[src/hw/rtl/md5_pkg.sv]
// shared types, constants and round functions for the md5 digest block
package md5_pkg;

   // input transfer payload
   typedef struct packed {
      logic [7:0] data_byte;
      logic       byte_valid;
      logic       end_of_message;
   } md5_req_type;

   // result transfer payload
   typedef struct packed {
      logic [7:0] digest_byte;
      logic       digest_last;
   } md5_rsp_type;

   // front to block queue: word write and block push
   typedef struct packed {
      logic        we;
      logic [3:0]  widx;
      logic [31:0] wdata;
      logic        push;
      logic        push_last;
   } md5_qwr_type;

   // back to block queue: word read and block pop
   typedef struct packed {
      logic [3:0] ridx;
      logic       pop;
   } md5_qrd_type;

   // block queue status
   typedef struct packed {
      logic full;
      logic avail;
      logic last;
   } md5_qstat_type;

   // chaining word start values
   localparam logic [31:0] INIT_A = 32'h67452301;
   localparam logic [31:0] INIT_B = 32'hefcdab89;
   localparam logic [31:0] INIT_C = 32'h98badcfe;
   localparam logic [31:0] INIT_D = 32'h10325476;

   localparam logic [7:0] PAD_BYTE = 8'h80;

   // message word used by round i
   function automatic logic [3:0] msg_index(input logic [5:0] i);
      logic [3:0] lo;
      logic [3:0] res;
      lo = i[3:0];
      case (i[5:4])
         2'd0: res = lo;
         2'd1: res = 4'((lo << 2) + lo + 4'd1);
         2'd2: res = 4'((lo << 1) + lo + 4'd5);
         2'd3: res = 4'((lo << 3) - lo);
         default: res = lo;
      endcase
      return res;
   endfunction

   // rotate amount of round i
   function automatic logic [4:0] rot_amount(input logic [5:0] i);
      logic [4:0] r;
      case ({i[5:4], i[1:0]})
         4'd0:  r = 5'd7;
         4'd1:  r = 5'd12;
         4'd2:  r = 5'd17;
         4'd3:  r = 5'd22;
         4'd4:  r = 5'd5;
         4'd5:  r = 5'd9;
         4'd6:  r = 5'd14;
         4'd7:  r = 5'd20;
         4'd8:  r = 5'd4;
         4'd9:  r = 5'd11;
         4'd10: r = 5'd16;
         4'd11: r = 5'd23;
         4'd12: r = 5'd6;
         4'd13: r = 5'd10;
         4'd14: r = 5'd15;
         4'd15: r = 5'd21;
         default: r = 5'd7;
      endcase
      return r;
   endfunction

   // left rotate of a 32-bit word
   function automatic logic [31:0] rotl32(input logic [31:0] v, input logic [4:0] r);
      logic [63:0] dbl;
      dbl = {v, v} << r;
      return dbl[63:32];
   endfunction

   // sine constant of round i
   function automatic logic [31:0] sine_k(input logic [5:0] i);
      logic [31:0] k;
      case (i)
         6'd0:  k = 32'hd76aa478;
         6'd1:  k = 32'he8c7b756;
         6'd2:  k = 32'h242070db;
         6'd3:  k = 32'hc1bdceee;
         6'd4:  k = 32'hf57c0faf;
         6'd5:  k = 32'h4787c62a;
         6'd6:  k = 32'ha8304613;
         6'd7:  k = 32'hfd469501;
         6'd8:  k = 32'h698098d8;
         6'd9:  k = 32'h8b44f7af;
         6'd10: k = 32'hffff5bb1;
         6'd11: k = 32'h895cd7be;
         6'd12: k = 32'h6b901122;
         6'd13: k = 32'hfd987193;
         6'd14: k = 32'ha679438e;
         6'd15: k = 32'h49b40821;
         6'd16: k = 32'hf61e2562;
         6'd17: k = 32'hc040b340;
         6'd18: k = 32'h265e5a51;
         6'd19: k = 32'he9b6c7aa;
         6'd20: k = 32'hd62f105d;
         6'd21: k = 32'h02441453;
         6'd22: k = 32'hd8a1e681;
         6'd23: k = 32'he7d3fbc8;
         6'd24: k = 32'h21e1cde6;
         6'd25: k = 32'hc33707d6;
         6'd26: k = 32'hf4d50d87;
         6'd27: k = 32'h455a14ed;
         6'd28: k = 32'ha9e3e905;
         6'd29: k = 32'hfcefa3f8;
         6'd30: k = 32'h676f02d9;
         6'd31: k = 32'h8d2a4c8a;
         6'd32: k = 32'hfffa3942;
         6'd33: k = 32'h8771f681;
         6'd34: k = 32'h6d9d6122;
         6'd35: k = 32'hfde5380c;
         6'd36: k = 32'ha4beea44;
         6'd37: k = 32'h4bdecfa9;
         6'd38: k = 32'hf6bb4b60;
         6'd39: k = 32'hbebfbc70;
         6'd40: k = 32'h289b7ec6;
         6'd41: k = 32'heaa127fa;
         6'd42: k = 32'hd4ef3085;
         6'd43: k = 32'h04881d05;
         6'd44: k = 32'hd9d4d039;
         6'd45: k = 32'he6db99e5;
         6'd46: k = 32'h1fa27cf8;
         6'd47: k = 32'hc4ac5665;
         6'd48: k = 32'hf4292244;
         6'd49: k = 32'h432aff97;
         6'd50: k = 32'hab9423a7;
         6'd51: k = 32'hfc93a039;
         6'd52: k = 32'h655b59c3;
         6'd53: k = 32'h8f0ccc92;
         6'd54: k = 32'hffeff47d;
         6'd55: k = 32'h85845dd1;
         6'd56: k = 32'h6fa87e4f;
         6'd57: k = 32'hfe2ce6e0;
         6'd58: k = 32'ha3014314;
         6'd59: k = 32'h4e0811a1;
         6'd60: k = 32'hf7537e82;
         6'd61: k = 32'hbd3af235;
         6'd62: k = 32'h2ad7d2bb;
         6'd63: k = 32'heb86d391;
         default: k = 32'hd76aa478;
      endcase
      return k;
   endfunction

endpackage

[src/hw/rtl/md5_block_queue.sv]
// two-slot block store between the byte front end and the compression core
module md5_block_queue (
   input  logic                  clock,
   input  logic                  reset,
   input  md5_pkg::md5_qwr_type  q_wr,
   input  md5_pkg::md5_qrd_type  q_rd,
   output md5_pkg::md5_qstat_type q_stat,
   output logic [31:0]           rd_data
);
   import md5_pkg::*;

   logic [31:0] mem [32];
   logic [31:0] rd_data_ff;
   logic [1:0]  count_ff, count_in;
   logic        wr_slot_ff, wr_slot_in;
   logic        rd_slot_ff, rd_slot_in;
   logic [1:0]  last_ff, last_in;

   // slot bookkeeping
   always_comb begin
      count_in   = count_ff + {1'b0, q_wr.push} - {1'b0, q_rd.pop};
      wr_slot_in = wr_slot_ff ^ q_wr.push;
      rd_slot_in = rd_slot_ff ^ q_rd.pop;
      last_in    = last_ff;
      if (q_wr.push) begin
         last_in[wr_slot_ff] = q_wr.push_last;
      end
   end

   always_ff @(posedge clock) begin
      if (reset) begin
         count_ff   <= '0;
         wr_slot_ff <= 1'b0;
         rd_slot_ff <= 1'b0;
         last_ff    <= '0;
      end else begin
         count_ff   <= count_in;
         wr_slot_ff <= wr_slot_in;
         rd_slot_ff <= rd_slot_in;
         last_ff    <= last_in;
      end
   end

   // word store, one write and one registered read a cycle
   always_ff @(posedge clock) begin
      if (q_wr.we) begin
         mem[{wr_slot_ff, q_wr.widx}] <= q_wr.wdata;
      end
      rd_data_ff <= mem[{rd_slot_ff, q_rd.ridx}];
   end

   assign rd_data      = rd_data_ff;
   assign q_stat.full  = (count_ff == 2'd2);
   assign q_stat.avail = (count_ff != 2'd0);
   assign q_stat.last  = last_ff[rd_slot_ff];

   a_count_range: assert property (@(posedge clock) disable iff (reset)
      count_ff != 2'd3)
      else $error("block queue count out of range");

   a_no_push_full: assert property (@(posedge clock) disable iff (reset)
      (q_wr.push || q_wr.we) |-> (count_ff != 2'd2))
      else $error("block written while queue full");

   a_no_pop_empty: assert property (@(posedge clock) disable iff (reset)
      q_rd.pop |-> (count_ff != 2'd0))
      else $error("block popped from empty queue");

endmodule

[src/hw/rtl/md5_front.sv]
// byte front end: gathers message bytes into words, pads and appends the length
module md5_front (
   input  logic                   clock,
   input  logic                   reset,
   input  logic                   req_valid,
   output logic                   req_ready,
   input  md5_pkg::md5_req_type   req_data,
   input  md5_pkg::md5_qstat_type q_stat,
   output md5_pkg::md5_qwr_type   q_wr
);
   import md5_pkg::*;

   typedef enum logic [2:0] {
      F_MSG = 3'b001,
      F_PAD = 3'b010,
      F_LEN = 3'b100
   } front_state_type;

   localparam logic [5:0] LAST_PAD_POS = 6'd55;
   localparam logic [5:0] LAST_POS     = 6'd63;

   front_state_type state_ff, state_in;
   logic [5:0]  pos_ff, pos_in;
   logic [60:0] count_ff, count_in;
   logic [63:0] len_ff, len_in;
   logic [23:0] acc_ff, acc_in;
   logic        first_ff, first_in;
   logic        wr_go;
   logic [7:0]  wr_byte;
   logic [60:0] count_next;

   assign count_next = count_ff + 61'(req_data.byte_valid);

   // byte source selection and sequencing
   always_comb begin
      state_in  = state_ff;
      count_in  = count_ff;
      len_in    = len_ff;
      first_in  = first_ff;
      req_ready = 1'b0;
      wr_go     = 1'b0;
      wr_byte   = req_data.data_byte;
      case (state_ff)
         F_MSG: begin
            req_ready = !q_stat.full;
            if (req_valid && !q_stat.full) begin
               wr_go    = req_data.byte_valid;
               count_in = count_next;
               if (req_data.end_of_message) begin
                  len_in   = {count_next, 3'b000};
                  first_in = 1'b1;
                  state_in = F_PAD;
               end
            end
         end
         F_PAD: begin
            wr_byte = first_ff ? PAD_BYTE : 8'h00;
            if (!q_stat.full) begin
               wr_go    = 1'b1;
               first_in = 1'b0;
               if (pos_ff == LAST_PAD_POS) begin
                  state_in = F_LEN;
               end
            end
         end
         F_LEN: begin
            wr_byte = len_ff[8*pos_ff[2:0] +: 8];
            if (!q_stat.full) begin
               wr_go = 1'b1;
               if (pos_ff == LAST_POS) begin
                  count_in = '0;
                  state_in = F_MSG;
               end
            end
         end
         default: state_in = F_MSG;
      endcase
   end

   // little-endian word assembly and block completion
   always_comb begin
      pos_in         = pos_ff;
      acc_in         = acc_ff;
      q_wr.we        = 1'b0;
      q_wr.widx      = pos_ff[5:2];
      q_wr.wdata     = {wr_byte, acc_ff};
      q_wr.push      = 1'b0;
      q_wr.push_last = (state_ff == F_LEN);
      if (wr_go) begin
         pos_in = pos_ff + 6'd1;
         if (pos_ff[1:0] == 2'd3) begin
            q_wr.we = 1'b1;
         end else begin
            acc_in[8*pos_ff[1:0] +: 8] = wr_byte;
         end
         q_wr.push = (pos_ff == LAST_POS);
      end
   end

   always_ff @(posedge clock) begin
      if (reset) begin
         state_ff <= F_MSG;
         pos_ff   <= '0;
         count_ff <= '0;
         first_ff <= 1'b0;
      end else begin
         state_ff <= state_in;
         pos_ff   <= pos_in;
         count_ff <= count_in;
         first_ff <= first_in;
      end
   end

   // payload registers
   always_ff @(posedge clock) begin
      len_ff <= len_in;
      acc_ff <= acc_in;
   end

endmodule

[src/hw/rtl/md5_core.sv]
// compression core: one round a cycle, chaining update and digest output
module md5_core (
   input  logic                   clock,
   input  logic                   reset,
   input  md5_pkg::md5_qstat_type q_stat,
   input  logic [31:0]            rd_data,
   output md5_pkg::md5_qrd_type   q_rd,
   output logic                   rsp_valid,
   input  logic                   rsp_ready,
   output md5_pkg::md5_rsp_type   rsp_data
);
   import md5_pkg::*;

   typedef enum logic [3:0] {
      B_IDLE  = 4'b0001,
      B_ROUND = 4'b0010,
      B_ADD   = 4'b0100,
      B_OUT   = 4'b1000
   } core_state_type;

   core_state_type state_ff, state_in;
   logic [5:0]  rnd_ff, rnd_in;
   logic [3:0]  ocnt_ff, ocnt_in;
   logic [31:0] a_ff, b_ff, c_ff, d_ff;
   logic [31:0] a_in, b_in, c_in, d_in;
   logic [31:0] chain_ff [4];
   logic [31:0] chain_in [4];
   logic        rsp_valid_ff, rsp_valid_in;
   md5_rsp_type rsp_data_ff, rsp_data_in;
   logic [31:0] f_val, t_val, word_out;
   logic        load;

   // round function and sum
   always_comb begin
      case (rnd_ff[5:4])
         2'd0: f_val = (b_ff & c_ff) | (~b_ff & d_ff);
         2'd1: f_val = (b_ff & d_ff) | (c_ff & ~d_ff);
         2'd2: f_val = b_ff ^ c_ff ^ d_ff;
         2'd3: f_val = c_ff ^ (b_ff | ~d_ff);
         default: f_val = b_ff ^ c_ff ^ d_ff;
      endcase
      t_val = f_val + a_ff + sine_k(rnd_ff) + rd_data;
   end

   assign word_out = chain_ff[ocnt_ff[3:2]];
   assign load     = !rsp_valid_ff || rsp_ready;

   // sequencing of block rounds and digest output
   always_comb begin
      state_in     = state_ff;
      rnd_in       = rnd_ff;
      ocnt_in      = ocnt_ff;
      a_in         = a_ff;
      b_in         = b_ff;
      c_in         = c_ff;
      d_in         = d_ff;
      chain_in     = chain_ff;
      rsp_valid_in = rsp_valid_ff && !rsp_ready;
      rsp_data_in  = rsp_data_ff;
      q_rd.pop     = 1'b0;
      q_rd.ridx    = (state_ff == B_IDLE) ? msg_index(6'd0) : msg_index(rnd_ff + 6'd1);
      case (state_ff)
         B_IDLE: begin
            if (q_stat.avail) begin
               a_in     = chain_ff[0];
               b_in     = chain_ff[1];
               c_in     = chain_ff[2];
               d_in     = chain_ff[3];
               rnd_in   = '0;
               state_in = B_ROUND;
            end
         end
         B_ROUND: begin
            a_in   = d_ff;
            d_in   = c_ff;
            c_in   = b_ff;
            b_in   = b_ff + rotl32(t_val, rot_amount(rnd_ff));
            rnd_in = rnd_ff + 6'd1;
            if (rnd_ff == 6'd63) begin
               state_in = B_ADD;
            end
         end
         B_ADD: begin
            chain_in[0] = chain_ff[0] + a_ff;
            chain_in[1] = chain_ff[1] + b_ff;
            chain_in[2] = chain_ff[2] + c_ff;
            chain_in[3] = chain_ff[3] + d_ff;
            q_rd.pop    = 1'b1;
            ocnt_in     = '0;
            state_in    = q_stat.last ? B_OUT : B_IDLE;
         end
         B_OUT: begin
            if (load) begin
               rsp_valid_in            = 1'b1;
               rsp_data_in.digest_byte = word_out[8*ocnt_ff[1:0] +: 8];
               rsp_data_in.digest_last = (ocnt_ff == 4'd15);
               ocnt_in                 = ocnt_ff + 4'd1;
               if (ocnt_ff == 4'd15) begin
                  chain_in[0] = INIT_A;
                  chain_in[1] = INIT_B;
                  chain_in[2] = INIT_C;
                  chain_in[3] = INIT_D;
                  state_in    = B_IDLE;
               end
            end
         end
         default: state_in = B_IDLE;
      endcase
   end

   always_ff @(posedge clock) begin
      if (reset) begin
         state_ff     <= B_IDLE;
         rnd_ff       <= '0;
         ocnt_ff      <= '0;
         rsp_valid_ff <= 1'b0;
         chain_ff[0]  <= INIT_A;
         chain_ff[1]  <= INIT_B;
         chain_ff[2]  <= INIT_C;
         chain_ff[3]  <= INIT_D;
      end else begin
         state_ff     <= state_in;
         rnd_ff       <= rnd_in;
         ocnt_ff      <= ocnt_in;
         rsp_valid_ff <= rsp_valid_in;
         chain_ff     <= chain_in;
      end
   end

   // working variables and output payload
   always_ff @(posedge clock) begin
      a_ff        <= a_in;
      b_ff        <= b_in;
      c_ff        <= c_in;
      d_ff        <= d_in;
      rsp_data_ff <= rsp_data_in;
   end

   assign rsp_valid = rsp_valid_ff;
   assign rsp_data  = rsp_data_ff;

endmodule

[src/hw/rtl/md5_message_digest.sv]
// top level of the streaming md5 digest block
// Streaming MD5 hasher. One message byte is taken per transfer; a transfer with
// end_of_message set (with or without a byte) closes the message, and the 16
// digest bytes follow on the rsp channel, lowest byte of the first chaining word
// first, digest_last on the sixteenth. The front end takes one transfer per cycle
// into a two-block store while that is not full and no message is being padded,
// so it can fill one block while the core compresses the other. The core takes
// each 64-byte block as a read lead-in, 64 rounds and a chaining add. Closing
// a message makes the front end write 9 to 72 padding and length bytes (up to
// two blocks); the next message may be fed in while the digest drains.
module md5_message_digest (
   input  logic                 clock,
   input  logic                 reset,
   input  logic                 req_valid,
   output logic                 req_ready,
   input  md5_pkg::md5_req_type req_data,
   output logic                 rsp_valid,
   input  logic                 rsp_ready,
   output md5_pkg::md5_rsp_type rsp_data
);
   import md5_pkg::*;

   md5_qwr_type   q_wr;
   md5_qrd_type   q_rd;
   md5_qstat_type q_stat;
   logic [31:0]   rd_data;

   // byte gathering and padding
   md5_front u_front (
      .clock     (clock),
      .reset     (reset),
      .req_valid (req_valid),
      .req_ready (req_ready),
      .req_data  (req_data),
      .q_stat    (q_stat),
      .q_wr      (q_wr)
   );

   // block store between front and core
   md5_block_queue u_queue (
      .clock   (clock),
      .reset   (reset),
      .q_wr    (q_wr),
      .q_rd    (q_rd),
      .q_stat  (q_stat),
      .rd_data (rd_data)
   );

   // compression and digest output
   md5_core u_core (
      .clock     (clock),
      .reset     (reset),
      .q_stat    (q_stat),
      .rd_data   (rd_data),
      .q_rd      (q_rd),
      .rsp_valid (rsp_valid),
      .rsp_ready (rsp_ready),
      .rsp_data  (rsp_data)
   );

endmodule
[config.mk]
export PLATFORM = sky130hd
export DESIGN_NAME = md5_message_digest
export DESIGN_NICKNAME = d
export VERILOG_FILES = /design/src/hw/rtl/md5_pkg.sv /design/src/hw/rtl/md5_block_queue.sv /design/src/hw/rtl/md5_front.sv /design/src/hw/rtl/md5_core.sv /design/src/hw/rtl/md5_message_digest.sv
export SDC_FILE = /design/constraint.sdc
export NUM_CORES = 2
export LEC_CHECK = 0
export ABC_AREA = 1
export BUFFER_PORTS_ARGS = -buffer_cell sky130_fd_sc_hd__buf_2
export CAP_MARGIN = 10
export CORE_AREA = 2 2 486 392
export CTS_CLUSTER_SIZE = 25
export DETAILED_ROUTE_END_ITERATION = 10
export DIE_AREA = 0 0 488 394
export GPL_TIMING_DRIVEN = 1
export PLACE_DENSITY_LB_ADDON = 0.12
export SLEW_MARGIN = 0
export SYNTH_ARGS = -nofsm -noshare
export SYNTH_HDL_FRONTEND = slang
export SYNTH_SLANG_ARGS = --single-unit
[constraint.sdc]
create_clock -name clock -period 7.22 [get_ports clock]
set_input_delay 1.444 -clock clock [delete_from_list [all_inputs] [get_ports clock]]
set_output_delay 1.444 -clock clock [all_outputs]
set_load 0.005 [all_outputs]
; ---- Word level (Yosys, flattened, before mapping)
; Memories as Yosys holds them, arrays and structs flattened. A register that Yosys moved wholly into a read port is not among the register bits.
; Cells that the tools add are included.
[word_totals]
romBits = 2128
inputBits = 14
mem_bits_rw = 1024
latchBits = 0
output_inout_bits = 11
regBits = 442
memories = 3
[classes]
multipliers = 0
div_mod_pow = 0
add_sub_neg = 20
eq_ne = 29
order_cmp = 4
n_bitwise = 16
shifts = 5
n_reduce_logical = 25
muxes = 67
[mem_list]
columns = name, depth, word_bits, rd, rd_clocked_by_memory_dff, write_ports, line
row1 = (name not given), 64, 32, 1, 1, 0, md5_pkg.sv:97  ; case (i)
row2 = u_queue.mem, 32, 32, 1, 1, 1, md5_block_queue.sv:12  ; logic [31:0] mem [32];
row3 = (name not given), 16, 5, 1, 1, 0, md5_pkg.sv:65  ; case ({i[5:4], i[1:0]})
[ops]
columns = cell, count
row1 = $add A32 B32 Y32, 8
row2 = $mux W128, 2
row3 = $pmux W128 S2, 1
row4 = $pmux W32 S2, 4
row5 = $mux W32, 6
row6 = $mux W61, 3
row7 = $and A32 B32 Y32, 4
row8 = $pmux W32 S4, 1
row9 = $pmux W61 S2, 1
row10 = $or A32 B32 Y32, 3
row11 = $xor A32 B32 Y32, 3
row12 = $bmux W32 S2, 1
row13 = $not A32 Y32, 2
row14 = $shiftx A64 B7 Y8, 1
row15 = $shl A64 B5 Y64, 1
row16 = $add A61 B1 Y61, 1
row17 = $mux W4, 9
row18 = $neg A5 Y34, 1
row19 = $shift A8 B34 Y24 const A, 1
row20 = $shiftx A8 B34 Y24, 1
row21 = $pmux W4 S4, 2
row22 = $shiftx A32 B6 Y8, 1
row23 = $bwmux W24, 1
row24 = $eq A6 B6 Y1 const B, 3
row25 = 46 further kinds, 105

; ---- Logic depth before layout (Yosys ltp)
[depth]
depth_word = 10
mapped_depth = 49
ltp_nobuf = 48

; ---- Hierarchy
; A second synthesis with hierarchy kept.
[hier_totals]
hier_cells = 9591
area_unflattened_um2 = 82766.9
[by_module_without_submodules]
columns = mod, instances, seq_area_each_um2, area_per_inst_um2, cells_per_inst
row1 = md5_block_queue, 1, 31510.2, 42674.7, 3567
row2 = md5_core, 1, 7717.4, 31995.7, 4974
row3 = md5_front, 1, 3973.8, 8096.5, 1050

; ---- Least setup slack after synthesis
; Ideal clock, no wire load.
[synth_timing]
path_type = reg-to-reg
start = register u_core.rnd_ff[4]
end = register u_core.b_ff[24], data pin
setup_ns = 0.266
period_less_slack_ns = 6.590
setup_slack_ns = 0.630
stages_incl_launch_ff = 44
arrival_time_ns = 6.325
required_ns = 6.954
cell_sequence = dfxtp_1 -> inv_1 -> nor2_1 -> clkbuf_1 -> o211ai_1 -> nand3_1 -> nor2_1 -> fa_1 -> fa_1 -> inv_1 -> ha_1 -> fa_1 -> nand2_1 -> nand3_1 -> nand3_1 -> nand2_1 -> nand2_1 -> nand2_1 -> [... 8 more ...] -> ha_1 -> fa_1 -> nand3_1 -> nand3_1 -> inv_1 -> nor2_1 -> nor2_1 -> o21ai_0 -> nand3_1 -> nand2_1 -> nand2_1 -> nand2_1 -> a21oi_1 -> nor2_1 -> nand2_1 -> nand3b_1 -> nand3_1 -> o21ai_0
[synth_between]
elab_chain_cells = 8
word_cells_on_any_way = 11
cone_classes = 4 x add/sub / 3 x eq/ne / 1 x shift / 2 x mux / 1 x reduce/logical
[synth_rtl]
columns = item, line
row1 = "start, declared", md5_core.sv:22  ; logic [5:0] rnd_ff, rnd_in;
row2 = "start signal, assigned", md5_core.sv:123  ; rnd_ff <= rnd_in;
row3 = "$eq A2 B2 Y1, or another cell as far along", md5_core.sv:35  ; case (rnd_ff[5:4])
row4 = $pmux W32 S4 *, md5_core.sv:35
row5 = $add A32 B32 Y32 * (3 in series), md5_core.sv:42  ; t_val = f_val + a_ff + sine_k(rnd_ff) + rd_data;
row6 = $shl A64 B5 Y64 *, md5_pkg.sv:90  ; dbl = {v, v} << r;
row7 = $add A32 B32 Y32 *, md5_core.sv:77  ; b_in = b_ff + rotl32(t_val, rot_amount(rnd_ff));
row8 = $pmux W32 S2 *, md5_core.sv:62  ; case (state_ff)
row9 = net u_core.b_in[24], md5_core.sv:25  ; logic [31:0] a_in, b_in, c_in, d_in;
row10 = "end signal, assigned", md5_core.sv:133  ; b_ff <= b_in;
row11 = "end, declared", md5_core.sv:24  ; logic [31:0] a_ff, b_ff, c_ff, d_ff;
; Mark *: on every way through the listed nets, which the timed path passes. The rest lies on a longest branch.
; A chain may end at the register's enable or synchronous reset.

; ---- Final worst setup path
[layout_timing]
start = register u_core.rnd_ff[4]
end = register u_core.b_ff[31], data pin
; The elaborated chain is that of the path after synthesis.

==> flow_summary.json <==
{
  "status": "finished, final reports clean",
  "leakagePower_nw": 39.4,
  "clk_latency_ns": 0.82,
  "arrival_ns": 7.50,
  "grt_max_degree": 186,
  "skew_ns": 0.0601,
  "clkTransAtPathRegs_ns": 0.06,
  "rsz0062_at_grt": "true",
  "critPathKind": "reg -> reg",
  "worstSetupStartpointType": "register",
  "cap_violations": 0,
  "drtIter0Drc": 8274,
  "clock-sinks": 1535,
  "utilization": 0.512,
  "route.vias.total": 69735,
  "grt_pass1_wl_um": 443000,
  "drv_slew": 0,
  "fmax_mhz": 144,
  "p_per_area_nw_per_um2": 252,
  "critPathCaptureType": "register",
  "critPathMostFrequentCell": "nand3_1",
  "slew_headroom": 0.183,
  "synth_area_per_cell_sq_um": 8.92,
  "ant_nets": 0,
  "vias_per_cell": 5.66,
  "syn_to_final_growth_pct": 17.3,
  "rows": 143,
  "p_int_mw": 17.0,
  "grt_pass1_vias": 64028,
  "p_seq_frac": 0.427,
  "hpwlAfterDp_um": 212000,
  "period_needed_ns": 6.95,
  "drive_gt1_frac": 0.135,
  "critPathMaxFanout": 15,
  "cts_inserted_buffers": 167,
  "critPathSlowestCell": "fa_1",
  "ys_async_sr_fraction": 0,
  "critPathMaxStageDelay_ns": 0.55,
  "hold_ws_ns": 0.455,
  "drc_errors": 0,
  "htreeDepth": 4,
  "yosysWarnings": 0,
  "coreArea_sq_um": 188000,
  "gp_congestion": 1.01,
  "start_util": 0.436,
  "min_path_type": "reg -> reg",
  "cts_tree": "built",
  "synth-edff-count": 1246,
  "netlist_instances": 9193,
  "wire_per_inst_um": 25.1,
  "syn-cell-area_sq_um": 82000,
  "peakVddDrop_mv": 0.413,
  "antenna_found_initial": 12,
  "ys_ff_latch": 1535,
  "combPwrFrac": 0.210,
  "power_frac_clock": 0.363,
  "track_usage": 0.314,
  "synth_top_flop_cell": "edfxtp_1",
  "p_switching_mw": 7.27,
  "cp.required_ns": 7.77,
  "drtPass1Iterations": 6,
  "cts_root_buf": "clkbuf_16",
  "grt.overflow.total": 0,
  "syn_nets": 9499,
  "num_io_pins": 25,
  "hold_viol": 0,
  "final-setup-viol-count": 0,
  "layout.nets": 9934,
  "cts_buffer_depth": 3,
  "fin_crit_sh": 0.963,
  "worst_slew_pin_slew_ns": 1.22,
  "yosysUniqueCellTypes": 67,
  "dieHeight_um": 394,
  "port_buffers": 24,
  "die-area_sq_um": 192000,
  "wl_um": 309000,
  "netSwitchingFraction": 0.300,
  "seq_area_frac_synth": 0.527,
  "fp.dieW_um": 488
}
-- cells in the final DEF, fill, tap and decap left out, types with 29 or more instances in the layout --
cell,instances
nand4_1,58
o22ai_1,41
fa_1,62
nor3_1,58
edfxtp_1,1246
xnor2_1,35
inv_1,1268
o21a_1,41
nor2_1,407
xor2_1,92
o211ai_1,401
buf_4,636
o21ai_0,762
nand2_1,1654
dfxtp_1,286
o21ai_1,108
clkbuf_16,172
o221ai_1,38
nand2_2,53
clkbuf_1,53
a21oi_1,754
nor2_4,46
clkinv_1,29
ha_1,199
nor2_2,38
nand3_2,62
nand3_1,690
-- worst paths after layout --
kind	slack, ns	end	depth (start not counted)	start
worst min register to register	0.45	u_queue.count_ff[1]$_SDFF_PP0_	1	u_queue.count_ff[1]$_SDFF_PP0_
worst max register to register	0.27	u_core.b_ff[31]$_DFFE_PP_	38	u_core.rnd_ff[4]$_SDFFE_PP0P_
worst max-delay path	0.27	u_core.b_ff[31]$_DFFE_PP_	38	u_core.rnd_ff[4]$_SDFFE_PP0P_
worst min-delay path	0.45	u_queue.count_ff[1]$_SDFF_PP0_	1	u_queue.count_ff[1]$_SDFF_PP0_
-- flip-flops by register name, summed over array words and instances, names as in the netlist, 6 cells and up, named ones only --
register / flops
u_queue.mem: 1024
u_core.chain_ff: 128
u_front.count_ff: 61
u_front.len_ff: 61
u_core.a_ff: 32
u_core.b_ff: 32
u_core.c_ff: 32
u_core.d_ff: 32
u_queue.rd_data: 32
u_front.acc_ff: 24
u_core.rsp_data: 9
u_core.rnd_ff: 6
u_front.pos_ff: 6
-- worst max-delay path: cells and delay by family, from the launching register on --
kind            cells  cell delay, ns
compound gates      5            1.07
xor+xnor            1            0.18
fa+ha+maj           4            1.60
buf+inv            11            1.37
flops               1            0.36
simple gates       17            2.15
-- through the flow --
stage	setup WS, ns	setup TNS (ns)	instances	total power, mW	instance area (sq um)
3_3_place_gp	-0.374	-3.15	11957	15.1	88900
6_report	0.266	0	12311	24.2	96200
2_1_floorplan	0.630	0	9193	12.9	82000
3_5_place_dp	-0.404	-5.02	11957	15.2	88900
5_1_grt	-0.0686	-0.188	12308	25.1	96200
4_1_cts	0.00122	0	12273	23.9	94700
-- repair_timing --
| item | 4_1_cts | 5_1_grt |
|---|---|---|
| resized for setup | 31 | 307 |
| hold buffers | 0 | 0 |
| pin swaps | 4 | 97 |
| setup endpoints to repair | 22 | 24 |
| setup buffers | 5 | 33 |
-- routing by layer --
| metal | share of wire | GRT usage |
|---|---|---|
| met1 | 0.47 | 0.484 |
| met4 | 0.024 | 0.0702 |
| met5 | 0.000042 | 0 |
| met3 | 0.097 | 0.0740 |
| met2 | 0.41 | 0.441 |
-- area by class of cell --
type / instances / area, sq um
sequential: 1535 / 43200
clock buffer: 239 / 4700
antenna: 4 / 10.0
inverter: 1303 / 4910
clock inverter: 72 / 922
fill: 17716 / 91800
timing repair buffer: 704 / 5630
multi-input combinational: 5917 / 33700
tap: 2537 / 3170
-- cell families after synthesis --
group	after synthesis	share of synthesized area
mux	4	0.000488
fa+ha+maj	292	0.0507
flops	1535	0.527
buf+inv	1741	0.0822
compound gates	2309	0.161
xor+xnor	139	0.0150
simple gates	3173	0.164
-- synthesized netlist by cell type (41+ instances only) --
| master | number | area share |
|---|---|---|
| a21oi_1 | 781 | 0.048 |
| buf_1 | 42 | 0.0019 |
| buf_2 | 116 | 0.0071 |
| clkbuf_1 | 269 | 0.012 |
| dfxtp_1 | 289 | 0.071 |
| edfxtp_1 | 1246 | 0.46 |
| fa_1 | 67 | 0.016 |
| ha_1 | 225 | 0.034 |
| inv_1 | 1289 | 0.059 |
| nand2_1 | 1711 | 0.078 |
| nand3_1 | 753 | 0.046 |
| nand4_1 | 58 | 0.0044 |
| nor2_1 | 484 | 0.022 |
| nor3_1 | 63 | 0.0038 |
| o211ai_1 | 401 | 0.037 |
| o21a_1 | 41 | 0.0038 |
| o21ai_0 | 795 | 0.049 |
| o21ai_1 | 90 | 0.0055 |
| o22ai_1 | 41 | 0.0031 |
| xor2_1 | 99 | 0.011 |
-- power by group through the flow --
stage	registers (mW)	clock network (mW)	logic, mW
3_3_place_gp	10.5	0	4.61
6_report	10.3	8.79	5.09
5_1_grt	10.4	9.26	5.51
3_5_place_dp	10.5	0	4.62
2_1_floorplan	10.4	0	2.45
4_1_cts	10.3	8.92	4.67
(Power assumes the default switching activity.)
